### config.mk
export PLATFORM = sky130hd
export DESIGN_NAME = go_back_n_sender_window_core
export DESIGN_NICKNAME = d
export VERILOG_FILES = /design/src/rtl/gbns_pkg.sv /design/src/rtl/go_back_n_sender_window_core.sv /design/src/rtl/gbns_time_ram.sv /design/src/rtl/gbns_window.sv
export SDC_FILE = /design/constraint.sdc
export NUM_CORES = 1
export LEC_CHECK = 0
export BUFFER_PORTS_ARGS = -buffer_cell sky130_fd_sc_hd__buf_2
export CORE_AREA = 2 2 401 244
export CTS_CLUSTER_SIZE = 40
export DETAILED_ROUTE_END_ITERATION = 8
export DIE_AREA = 0 0 403 246
export GPL_TIMING_DRIVEN = 0
export PLACE_DENSITY = 0.68
export SLEW_MARGIN = 20
export SYNTH_ARGS = -nofsm -noshare
export SYNTH_HDL_FRONTEND = slang
export SYNTH_HIERARCHICAL = 1
export SYNTH_SLANG_ARGS = --single-unit
### constraint.sdc
create_clock -name clk -period 8.5 [get_ports clk]
set_clock_uncertainty 0.05 [all_clocks]
set_input_delay 0 -clock clk [delete_from_list [all_inputs] [get_ports clk]]
set_output_delay 0 -clock clk [all_outputs]
set_load 0.005 [all_outputs]
### src/rtl/gbns_pkg.sv
// Package: request/result types and codes for the go-back-N sender window.
`timescale 1ns / 1ps
package gbns_pkg;

	localparam int TIME_W    = 16;
	localparam int WIN_W     = 7;
	localparam int CFG_IDX_W = 1;
	localparam int CFG_DAT_W = 16;

	typedef enum logic [1:0] {
		OP_ARRIVE = 2'd0,
		OP_ACK    = 2'd1,
		OP_TICK   = 2'd2,
		OP_SLOT   = 2'd3
	} op_t;

	typedef enum logic [2:0] {
		ST_OK        = 3'd0,
		ST_ACK_IGN   = 3'd1,
		ST_ACK_EMPTY = 3'd2,
		ST_FULL      = 3'd3,
		ST_NO_SEND   = 3'd4
	} status_t;

	typedef enum logic [CFG_IDX_W-1:0] {
		CFG_WINDOW  = 1'b0,
		CFG_TIMEOUT = 1'b1
	} cfg_idx_t;

	typedef struct packed {
		op_t         op;
		logic [15:0] ack_seq;
	} req_t;

	typedef struct packed {
		logic        tx_valid;
		logic [15:0] tx_seq;
		logic        timed_out;
		status_t     status;
		logic [6:0]  in_flight;
		logic [10:0] backlog;
	} res_t;

endpackage

### src/rtl/go_back_n_sender_window_core.sv
// Top level: request/result registers, configuration registers, window core.
`timescale 1ns / 1ps
// Go-back-N sender window. Each request is one event (packet arrival, ack,
// time tick or send slot) and gives exactly one result. One request is taken
// every cycle at full rate unless out_ready holds back a waiting result; a
// result passes the input register, then the result register, and is held
// there until taken. The whole window update,
// including the timeout compare against the base packet's send time, runs in
// one pass; that send time is held in a register refilled from the prefetched
// next ring entry, so back-to-back acks and ticks need no stall. The send-time
// ring needs no clearing after reset. Configuration is taken at any time but
// should only be written while the block is idle; unknown indexes are ignored.
module go_back_n_sender_window_core #(
	parameter int MAX_WINDOW  = 64,
	parameter int SEQ_BITS    = 16,
	parameter int MAX_BACKLOG = 1024
) (
	input  logic                                 clk,
	input  logic                                 arst_n,
	input  logic                                 in_valid,
	output logic                                 in_ready,
	input  gbns_pkg::req_t                       in_data,
	output logic                                 out_valid,
	input  logic                                 out_ready,
	output gbns_pkg::res_t                       out_data,
	input  logic                                 cfg_valid,
	output logic                                 cfg_ready,
	input  logic [gbns_pkg::CFG_IDX_W-1:0]       cfg_index,
	input  logic [gbns_pkg::CFG_DAT_W-1:0]       cfg_data
);
	import gbns_pkg::*;

	req_t        req_s1;
	logic        vld_s1;
	res_t        res_c;
	res_t        res_s2;
	logic        vld_s2;
	logic        advance;
	logic [6:0]  win_q;
	logic [15:0] tmo_q;

	assign advance   = vld_s1 && (!vld_s2 || out_ready);
	assign in_ready  = !vld_s1 || advance;
	assign out_valid = vld_s2;
	assign out_data  = res_s2;
	assign cfg_ready = 1'b1;

	always_ff @(posedge clk or negedge arst_n) begin
		if (!arst_n) begin
			vld_s1 <= 1'b0;
			vld_s2 <= 1'b0;
		end else begin
			if (in_ready) begin
				vld_s1 <= in_valid;
			end
			if (advance) begin
				vld_s2 <= 1'b1;
			end else if (out_ready) begin
				vld_s2 <= 1'b0;
			end
		end
	end

	always_ff @(posedge clk) begin
		if (in_ready && in_valid) begin
			req_s1 <= in_data;
		end
		if (advance) begin
			res_s2 <= res_c;
		end
	end

	always_ff @(posedge clk or negedge arst_n) begin
		if (!arst_n) begin
			win_q <= 7'd8;
			tmo_q <= 16'd12;
		end else if (cfg_valid) begin
			unique case (cfg_index)
				CFG_WINDOW:  win_q <= cfg_data[6:0];
				CFG_TIMEOUT: tmo_q <= cfg_data;
				default: ;
			endcase
		end
	end

	gbns_window #(
		.MAX_WINDOW  (MAX_WINDOW),
		.SEQ_BITS    (SEQ_BITS),
		.MAX_BACKLOG (MAX_BACKLOG)
	) u_window (
		.clk     (clk),
		.arst_n  (arst_n),
		.step    (advance),
		.req     (req_s1),
		.win_cfg (win_q),
		.tmo_cfg (tmo_q),
		.res     (res_c)
	);

endmodule

### src/rtl/gbns_time_ram.sv
// Send-time ring memory: one write port, one registered read port with write bypass.
`timescale 1ns / 1ps
module gbns_time_ram #(
	parameter int DEPTH = 64,
	parameter int AW    = 6,
	parameter int DW    = 16
) (
	input  logic          clk,
	input  logic          wr_en,
	input  logic [AW-1:0] wr_addr,
	input  logic [DW-1:0] wr_data,
	input  logic [AW-1:0] rd_addr,
	output logic [DW-1:0] rd_data
);

	logic [DW-1:0] mem [DEPTH];

	always_ff @(posedge clk) begin
		if (wr_en) begin
			mem[wr_addr] <= wr_data;
		end
	end

	always_ff @(posedge clk) begin
		if (wr_en && (wr_addr == rd_addr)) begin
			rd_data <= wr_data;
		end else begin
			rd_data <= mem[rd_addr];
		end
	end

endmodule

### src/rtl/gbns_window.sv
// Window state and single-pass event update for the go-back-N sender.
`timescale 1ns / 1ps
module gbns_window #(
	parameter int MAX_WINDOW  = 64,
	parameter int SEQ_BITS    = 16,
	parameter int MAX_BACKLOG = 1024
) (
	input  logic                  clk,
	input  logic                  arst_n,
	input  logic                  step,
	input  gbns_pkg::req_t        req,
	input  logic [6:0]            win_cfg,
	input  logic [15:0]           tmo_cfg,
	output gbns_pkg::res_t        res
);
	import gbns_pkg::*;

	localparam int SW = (MAX_WINDOW > 1) ? $clog2(MAX_WINDOW) : 1;
	localparam longint SEQ_MAX = (64'd1 << SEQ_BITS) - 64'd1;
	localparam longint LIMIT_V = (longint'(MAX_BACKLOG) < SEQ_MAX) ?
		longint'(MAX_BACKLOG) : SEQ_MAX;
	localparam logic [SEQ_BITS-1:0] LIMIT = SEQ_BITS'(LIMIT_V);
	localparam logic [SW-1:0] LAST_SLOT = SW'(MAX_WINDOW - 1);
	localparam logic [SW:0] DEPTH_X = (SW + 1)'(MAX_WINDOW);

	logic [SEQ_BITS-1:0] base_q, next_send_q, next_gen_q;
	logic [SEQ_BITS-1:0] base_d, next_send_d, next_gen_d;
	logic [TIME_W-1:0]   cur_time_q, cur_time_d, base_time_q, base_time_d;
	logic [SW-1:0]       base_slot_q, base_slot_d, rd_addr;
	logic [TIME_W-1:0]   nxt_time, elapsed;
	logic [SEQ_BITS-1:0] flight, backlog_c, gen_cnt, ack_x, win_x;
	logic [WIN_W-1:0]    win;
	logic [SW:0]         wr_sum;
	logic [SW-1:0]       wr_addr;
	logic                wr_en;
	res_t                res_c;

	function automatic logic [SW-1:0] slot_inc(input logic [SW-1:0] s);
		return (s == LAST_SLOT) ? '0 : s + 1'b1;
	endfunction

	assign flight    = next_send_q - base_q;
	assign backlog_c = next_gen_q - next_send_q;
	assign gen_cnt   = next_gen_q - base_q;
	assign ack_x     = SEQ_BITS'(req.ack_seq);
	assign win       = (32'(win_cfg) > MAX_WINDOW) ? WIN_W'(MAX_WINDOW) : win_cfg;
	assign win_x     = SEQ_BITS'(win);
	assign elapsed   = cur_time_q + 1'b1 - base_time_q;

	assign wr_sum  = {1'b0, base_slot_q} + (SW + 1)'(flight);
	assign wr_addr = (wr_sum >= DEPTH_X) ? SW'(wr_sum - DEPTH_X) : wr_sum[SW-1:0];

	always_comb begin
		base_d      = base_q;
		next_send_d = next_send_q;
		next_gen_d  = next_gen_q;
		cur_time_d  = cur_time_q;
		base_slot_d = base_slot_q;
		base_time_d = base_time_q;
		wr_en       = 1'b0;
		res_c           = '0;
		res_c.status    = ST_OK;
		unique case (req.op)
			OP_ARRIVE: begin
				if (gen_cnt >= LIMIT) begin
					res_c.status = ST_FULL;
				end else begin
					next_gen_d = next_gen_q + 1'b1;
				end
			end
			OP_ACK: begin
				if (flight == '0) begin
					res_c.status = ST_ACK_EMPTY;
				end else if (ack_x == base_q) begin
					base_d      = base_q + 1'b1;
					base_slot_d = slot_inc(base_slot_q);
					base_time_d = nxt_time;
				end else begin
					res_c.status = ST_ACK_IGN;
				end
			end
			OP_TICK: begin
				cur_time_d = cur_time_q + 1'b1;
				if (flight != '0 && elapsed >= tmo_cfg) begin
					next_send_d     = base_q;
					res_c.timed_out = 1'b1;
				end
			end
			OP_SLOT: begin
				if (backlog_c != '0 && flight < win_x) begin
					wr_en          = step;
					res_c.tx_valid = 1'b1;
					res_c.tx_seq   = 16'(next_send_q);
					next_send_d    = next_send_q + 1'b1;
					if (flight == '0) begin
						base_time_d = cur_time_q;
					end
				end else begin
					res_c.status = ST_NO_SEND;
				end
			end
			default: ;
		endcase
		res_c.in_flight = 7'(next_send_d - base_d);
		res_c.backlog   = 11'(next_gen_d - next_send_d);
	end

	assign res     = res_c;
	// keep the entry after the base prefetched for the next ack
	assign rd_addr = step ? slot_inc(base_slot_d) : slot_inc(base_slot_q);

	gbns_time_ram #(
		.DEPTH (MAX_WINDOW),
		.AW    (SW),
		.DW    (TIME_W)
	) u_time_ram (
		.clk     (clk),
		.wr_en   (wr_en),
		.wr_addr (wr_addr),
		.wr_data (cur_time_q),
		.rd_addr (rd_addr),
		.rd_data (nxt_time)
	);

	always_ff @(posedge clk or negedge arst_n) begin
		if (!arst_n) begin
			base_q      <= '0;
			next_send_q <= '0;
			next_gen_q  <= '0;
			cur_time_q  <= '0;
			base_slot_q <= '0;
		end else if (step) begin
			base_q      <= base_d;
			next_send_q <= next_send_d;
			next_gen_q  <= next_gen_d;
			cur_time_q  <= cur_time_d;
			base_slot_q <= base_slot_d;
		end
	end

	always_ff @(posedge clk) begin
		if (step) begin
			base_time_q <= base_time_d;
		end
	end

endmodule

==> impl_metrics.json, run 1 <==
{
  "status": "finished, final reports clean",
  "p_int_mw": 10.0,
  "grt_start_max_net_pins": 72,
  "boundaryPins": 82,
  "hold_path.class": "primary input to register",
  "dp_cells": 4570,
  "p_leak_nw": 20.5,
  "finalSetupViolations": 0,
  "synth_area_sq_um": 52200,
  "async_reset_ff_share_pct": 7.93,
  "worstSetupPathType": "register to register",
  "switching_share_pct": 25.5,
  "cts_sinks": 1198,
  "cts_buffers": 107,
  "grt_pass1_vias": 30100,
  "seqPwrFrac_pct": 49.9,
  "synth_area_leader_cell": "edfxtp_1",
  "r2r_cells": 18,
  "maxCapViolCount": 0,
  "final_common_cell": "edfxtp_1",
  "power_mw": 13.5,
  "area_delta_synth_final_pct": 15.4,
  "worstSetupEndpointType": "register",
  "p_per_area_nw_per_um2": 224,
  "synth-seq-cells": 1198,
  "synth_area_per_cell_sq_um": 16.6,
  "hold_viol_final": 0,
  "route.detailed.drc": 0,
  "seq_area_frac_synth_pct": 67.9,
  "whs_path_depth": 3,
  "gp_congestion": 1.06,
  "routedWlPerCell_microns": 31.2,
  "mostFrequentLayoutCells": "1097 x edfxtp_1, 220 x mux4_2, 217 x nand2_1, 118 x buf_2, 109 x ha_1",
  "synth.distinct_cells": 102,
  "nFillCells": 6687,
  "dieArea_sq_um": 99100,
  "die_h_microns": 246,
  "cp_max_fo": 16,
  "critPathArrivalTime_ns": 8.68,
  "slew_headroom_pct": 21.1,
  "drtIter0Drc": 4570,
  "core-area_sq_um": 95400,
  "critPathRequiredTime_ns": 8.77,
  "grt_util_all_layers_pct": 30.8,
  "min_from": "cfg_data[4]",
  "final_cells": 4856,
  "holdWs_ns": 0.0543,
  "final_nets": 3658,
  "clk_latency_ns": 0.73,
  "use_met2_pct": 38.0,
  "cts_root_buf": "clkbuf_16",
  "combPwrFrac_pct": 12.8,
  "portBuffers": 80,
  "grt_pass1_wl_microns": 216000,
  "start_kind": "register",
  "synth-main-ff-cell": "edfxtp_1",
  "power_switching_mw": 3.44,
  "dp_hpwl_microns": 109000,
  "place_ws_ns": -0.829,
  "final_util_pct": 63.2,
  "synth-edff-count": 1097,
  "busiest_layer": "met1",
  "syn_inst": 3149,
  "antenna_found_initial": 5,
  "slew_violations": 0,
  "grt_remaining_overflow": 0,
  "cts.clk_slew.worst_paths_ns": 0.07,
  "use_met1_pct": 49.3,
  "holdPathEnd": "win_q[4]",
  "reg2reg_from": "u_window/base_q[2]",
  "ys_top_cells_by_area": "edfxtp_1 63%, mux4_2 9.5%, dfrtp_1 4.4%",
  "drt_first_pass_iters": 6,
  "start_util_pct": 54.8,
  "fmax_mhz": 119,
  "cts_tree": "done",
  "worst_pin_slew_ns": 1.17,
  "reg2reg_to": "u_window/u_time_ram/mem[47][3]",
  "vias": 31600,
  "layout-drive-gt1-share_pct": 22.6,
  "rows": 88,
  "syn_nets": 3303,
  "fin_setup_tns_ns": 0,
  "fin_crit_ns": 8.41,
  "yosys_warnings": 6,
  "postLayoutSetupSlackWorst_ns": 0.0949,
  "postRouteAntennaNets": 0,
  "die_w_microns": 403,
  "htreeDepth": 3,
  "fin_crit_sh_pct": 98.9,
  "avgViaCountPerCell": 6.50,
  "ff2ff_setup_slack_ns": 0.09,
  "placement.cell_area_sq_um": 55700,
  "cts_max_path_buffers": 3,
  "grt_use_met3_pct": 14.6,
  "max-vdd-ir-drop_mv": 0.192,
  "p_clk_share_pct": 37.3,
  "final_cell_area_sq_um": 60300,
  "wl_microns": 152000,
  "synth_top_area_share_pct": 63.1
}
## synth_stat cells, types with 7 or more instances
cell type  number
a211o_1        10
a211oi_1       17
a21o_1         27
a21oi_1        92
a221o_1         7
a221oi_1       17
a22o_1          7
a22oi_1        42
a311oi_1        8
a31oi_1        18
and2_1         13
and3_1         22
and4_1         12
buf_2          39
buf_4          14
buf_6          18
clkbuf_1       50
dfrtp_1        92
edfxtp_1     1097
ha_1          109
inv_1         103
mux2_1          8
mux2_2         39
mux2_4         10
mux2i_1        98
mux4_2        220
nand2_1       217
nand2b_1       17
nand3_1        69
nand4_1        27
nor2_1        165
nor2b_1        40
nor3_1         23
nor4_1         16
o21a_1          9
o21ai_0        60
xnor2_1        90
xor2_1         61
## worst max-delay path: stages (launching register included)
cell      delay [ns]
dfrtp_1         0.44
clkinv_1        0.48
ha_1            0.60
nand2_1         0.07
a211oi_1        0.71
nor2_1          0.16
xnor2_2         0.52
ha_1            0.34
nand2_1         0.07
a21oi_1         0.05
a211oi_2        0.48
and2_4          0.27
nand2_1         0.24
inv_2           0.15
nand2_1         0.37
buf_2           0.40
nor2_1          0.41
nand4_1         0.95
nor2_2          1.19
## area by class of cell
type                            count  area (sq um)  area share [%]
Antenna cell                        4          10.0          0.0166
Tap cell                         1260          1580            2.62
Clock inverter                     69           826            1.37
Multi-Input combinational cell   1705         15800            26.2
Inverter                          109           412           0.683
Sequential cell                  1198         35500            58.9
Timing Repair Buffer              248          2500            4.15
Buffer                            135           865            1.43
Clock buffer                      128          2790            4.63
## layer usage
layer	share of wire, %	up-vias	routed length [microns]
li1	-	13100	-
met5	0.0086	-	13
met1	44	16300	66200
met3	17	176	25400
met2	38	1985	57700
met4	1.5	2	2230
## how the worst max path moves through the flow
stage	start	end	slack, ns	cells after the start
after floorplan	u_window/cur_time_q[0]	out_data[10]	0.90	34
after global placement	u_window/cur_time_q[0]	out_data[10]	-2.47	32
after detailed placement	u_window/cur_time_q[2]	out_data[10]	-0.83	34
after CTS	u_window/cur_time_q[2]	out_data[10]	0.08	33
after global routing	u_window/cur_time_q[0]	out_data[10]	-0.02	34
final	u_window/base_q[2]	u_window/u_time_ram/mem[47][3]	0.09	18
## flip-flops by register name (all words and copies together), names as in the netlist, named ones only
register                 count
u_window/next_send_q        16
u_window/base_time_q        16
out_data                    39
u_window/base_q             16
tmo_q                       16
u_window/u_time_ram/mem   1024
win_q                        7
u_window/cur_time_q         16
vld_s1                       1
u_window/base_slot_q         6
out_valid                    1
u_window/next_gen_q         16
req_s1                      18
## kinds of logic after synthesis
| family | count (synthesis) | share of synthesized area [%] |
|---|---|---|
| AO/OA/AOI/OAI | 397 | 5.31 |
| XOR/XNOR | 151 | 2.53 |
| adder cells (fa/ha/maj) | 114 | 2.80 |
| buffers and inverters | 246 | 2.45 |
| flip-flops | 1198 | 67.9 |
| multiplexers | 379 | 12.9 |
| other | 1 | 0.00718 |
| AND/OR/NAND/NOR | 663 | 6.14 |
## power by group through the flow
| stage | combinational (mW) | clock, mW | sequential [mW] |
|---|---|---|---|
| 2_1_floorplan | 0.898 | 0 | 6.88 |
| 3_3_place_gp | 1.31 | 0 | 7.02 |
| 3_5_place_dp | 1.60 | 0 | 6.85 |
| 4_1_cts | 1.66 | 5.09 | 6.72 |
| 5_1_grt | 1.84 | 5.33 | 6.73 |
| 6_report | 1.73 | 5.02 | 6.73 |
## timing repair
action | 4_1_cts | 5_1_grt
resized for setup | 5 | 17
setup buffers | 0 | 4
pin swaps | 0 | 2
endpoints found under the setup margin | 6 | 169
hold buffers | 83 | 0
cloned | 0 | 0
endpoints found under the hold margin | 148 | 0
No activity file was read; power rests on OpenSTA's default activity.
==> run 2, diff against run 1 <==
Settings changed: GPL_TIMING_DRIVEN 0 to default.
==> run 2 against run 1 <==
Critical path depth rose by 15. Final cell count fell by 2.6%. Fmax up 4.6%. Non-clock buffer count fell by 126. Total power is 2.9% lower. Combinational power is 12% lower. Utilization shrank 1.8 points. Design area down 2.9%. Worst setup slack improved by 0.37 ns. Largest cell class unchanged. Largest power group unchanged.
==> impl_metrics.json, run 2 (same netlist as run 1, synthesis figures left out) <==
{
  "finalSetupViolations": 0,
  "path_depth": 33,
  "path_delay_family": "compound AO/OA/AOI/OAI gates",
  "switching_share_pct": 25.1,
  "rows": 88,
  "final_nets": 3531,
  "routedWlPerCell_microns": 29.5,
  "slew_headroom_pct": 16.4,
  "hold_path.class": "primary input to register",
  "area_delta_synth_final_pct": 12.1,
  "status": "finished, final reports clean",
  "fin_setup_tns_ns": 0,
  "grt_pass1_vias": 28800,
  "critPathArrivalTime_ns": 8.46,
  "dieArea_sq_um": 99100,
  "p_int_mw": 9.80,
  "combPwrFrac_pct": 11.6,
  "cts_max_path_buffers": 3,
  "mostFrequentLayoutCells": "1097 x edfxtp_1, 220 x mux4_2, 217 x nand2_1, 150 x nor2_1, 109 x ha_1",
  "regMostFlops": "u_window/u_time_ram/mem",
  "fin_crit_ns": 8.03,
  "cts_root_buf": "clkbuf_16",
  "slew_violations": 0,
  "r2r_cells": 33,
  "start_kind": "register",
  "layout-drive-gt1-share_pct": 19.8,
  "p_leak_nw": 19.8,
  "whs_path_depth": 3,
  "postRouteAntennaNets": 0,
  "critPathRequiredTime_ns": 8.92,
  "largest_reg_flops": 1024,
  "route.detailed.drc": 0,
  "grt_remaining_overflow": 0,
  "dp_hpwl_microns": 90300,
  "grt_start_max_net_pins": 150,
  "grt_util_all_layers_pct": 28.3,
  "final_common_cell": "edfxtp_1",
  "cts_sinks": 1198,
  "power_switching_mw": 3.28,
  "maxCapViolCount": 0,
  "worstSetupPathType": "register to register",
  "cts_buffers": 106,
  "fmax_mhz": 125,
  "worstSetupEndpointType": "register",
  "wl_microns": 139000,
  "vias": 30800,
  "cts.clk_slew.worst_paths_ns": 0.07,
  "die_w_microns": 403,
  "cp_num_buf_inv": 1,
  "cp_common_cell": "a21oi_1",
  "p_per_area_nw_per_um2": 224,
  "cts_tree": "done",
  "cp_max_fo": 12,
  "seqPwrFrac_pct": 51.4,
  "max-vdd-ir-drop_mv": 0.273,
  "worst_pin_slew_ns": 1.25,
  "grt_pass1_wl_microns": 202000,
  "antenna_found_initial": 7,
  "portBuffers": 80,
  "core-area_sq_um": 95400,
  "clk_latency_ns": 0.73,
  "die_h_microns": 246,
  "nFillCells": 6882,
  "fin_crit_sh_pct": 94.5,
  "cts_setup_buffers": 0,
  "boundaryPins": 82,
  "drtIter0Drc": 4520,
  "gp_congestion": 0.971,
  "htreeDepth": 3,
  "avgViaCountPerCell": 6.50,
  "power_mw": 13.1,
  "hold_viol_final": 0,
  "p_clk_share_pct": 37.0,
  "multi_input_area_sq_um": 15600,
  "regArea_sq_um": 35500,
  "start_util_pct": 54.8,
  "cp_slowest_cell": "dfrtp_2",
  "drt_first_pass_iters": 5,
  "cp_slowest_stage_delay_ns": 0.43
}
-- run 2: final cells by class --
cell class,count,share of cell area [%]
inverters,109,0.701
multi-input cells,1705,26.7
repair buffers,257,3.41
clock inverters,71,1.18
clock buffers,127,4.75
flip-flops and latches,1198,60.6
well taps,1260,2.69
diodes,2,0.00855
-- run 2: repair_timing --
item                                   4_1_cts  5_1_grt
resized for setup                            0        7
hold buffers                                82        0
setup endpoints to repair                    0        4
endpoints found under the hold margin      143        0
-- run 2: metal layers --
layer / global-route usage, % / share of wire [%] / up-vias / wire, microns
li1: - / - / 12800 / -
met1: 48.5 / 46 / 16000 / 64700
met2: 36.0 / 40 / 1728 / 55300
met3: 6.75 / 12 / 159 / 17200
met4: 5.20 / 1.5 / 2 / 2160
met5: 0 / 0.029 / - / 40
-- run 2: worst reg2reg max path: cells and delay by family, from the launching register on --
kind	cells	cell delay (ns)
buffers and inverters	1	0.31
adders and majority gates	4	1.39
AOI/OAI and AO/OA	21	4.62
and+or+nand+nor	5	0.75
xor gates and xnor gates	2	0.23
DFF	1	0.43
-- run 2: final timing paths --
| check | startpoint | end | slack [ns] |
|---|---|---|---|
| setup / recovery | u_window/cur_time_q[0] | out_data[10] | 0.47 |
| hold / removal | cfg_data[6] | tmo_q[6] | 0.05 |
| setup reg to reg | u_window/cur_time_q[0] | out_data[10] | 0.47 |
| hold reg to reg | vld_s1 | out_valid | 0.43 |
| max in group asynchronous | arst_n | u_window/base_q[10] | 7.12 |
| min in group asynchronous | arst_n | u_window/cur_time_q[1] | 0.33 |
-- run 2: power groups by stage --
stage / combinational, mW / sequential, mW / clock [mW]
2_1_floorplan: 0.898 / 6.88 / 0
3_3_place_gp: 1.40 / 6.84 / 0
3_5_place_dp: 1.44 / 6.85 / 0
4_1_cts: 1.49 / 6.72 / 4.90
5_1_grt: 1.64 / 6.73 / 5.13
6_report: 1.52 / 6.73 / 4.83
-- run 2: stage by stage --
| stage | instance area, sq um | cells | hold slack, ns | util (%) | setup WS [ns] |
|---|---|---|---|---|---|
| after floorplan | 52200 | 3149 | -0.346 | - | 0.897 |
| after global routing | 58500 | 4727 | 0.0398 | 61.4 | -0.0356 |
| after detailed placement | 54200 | 4447 | -0.0626 | 56.8 | 0.357 |
| after global placement | 54200 | 4447 | -0.0805 | 56.8 | 0.633 |
| final | 58500 | 4729 | 0.0498 | 61.4 | 0.468 |
| after CTS | 58500 | 4727 | 0.0127 | 61.3 | 0.305 |
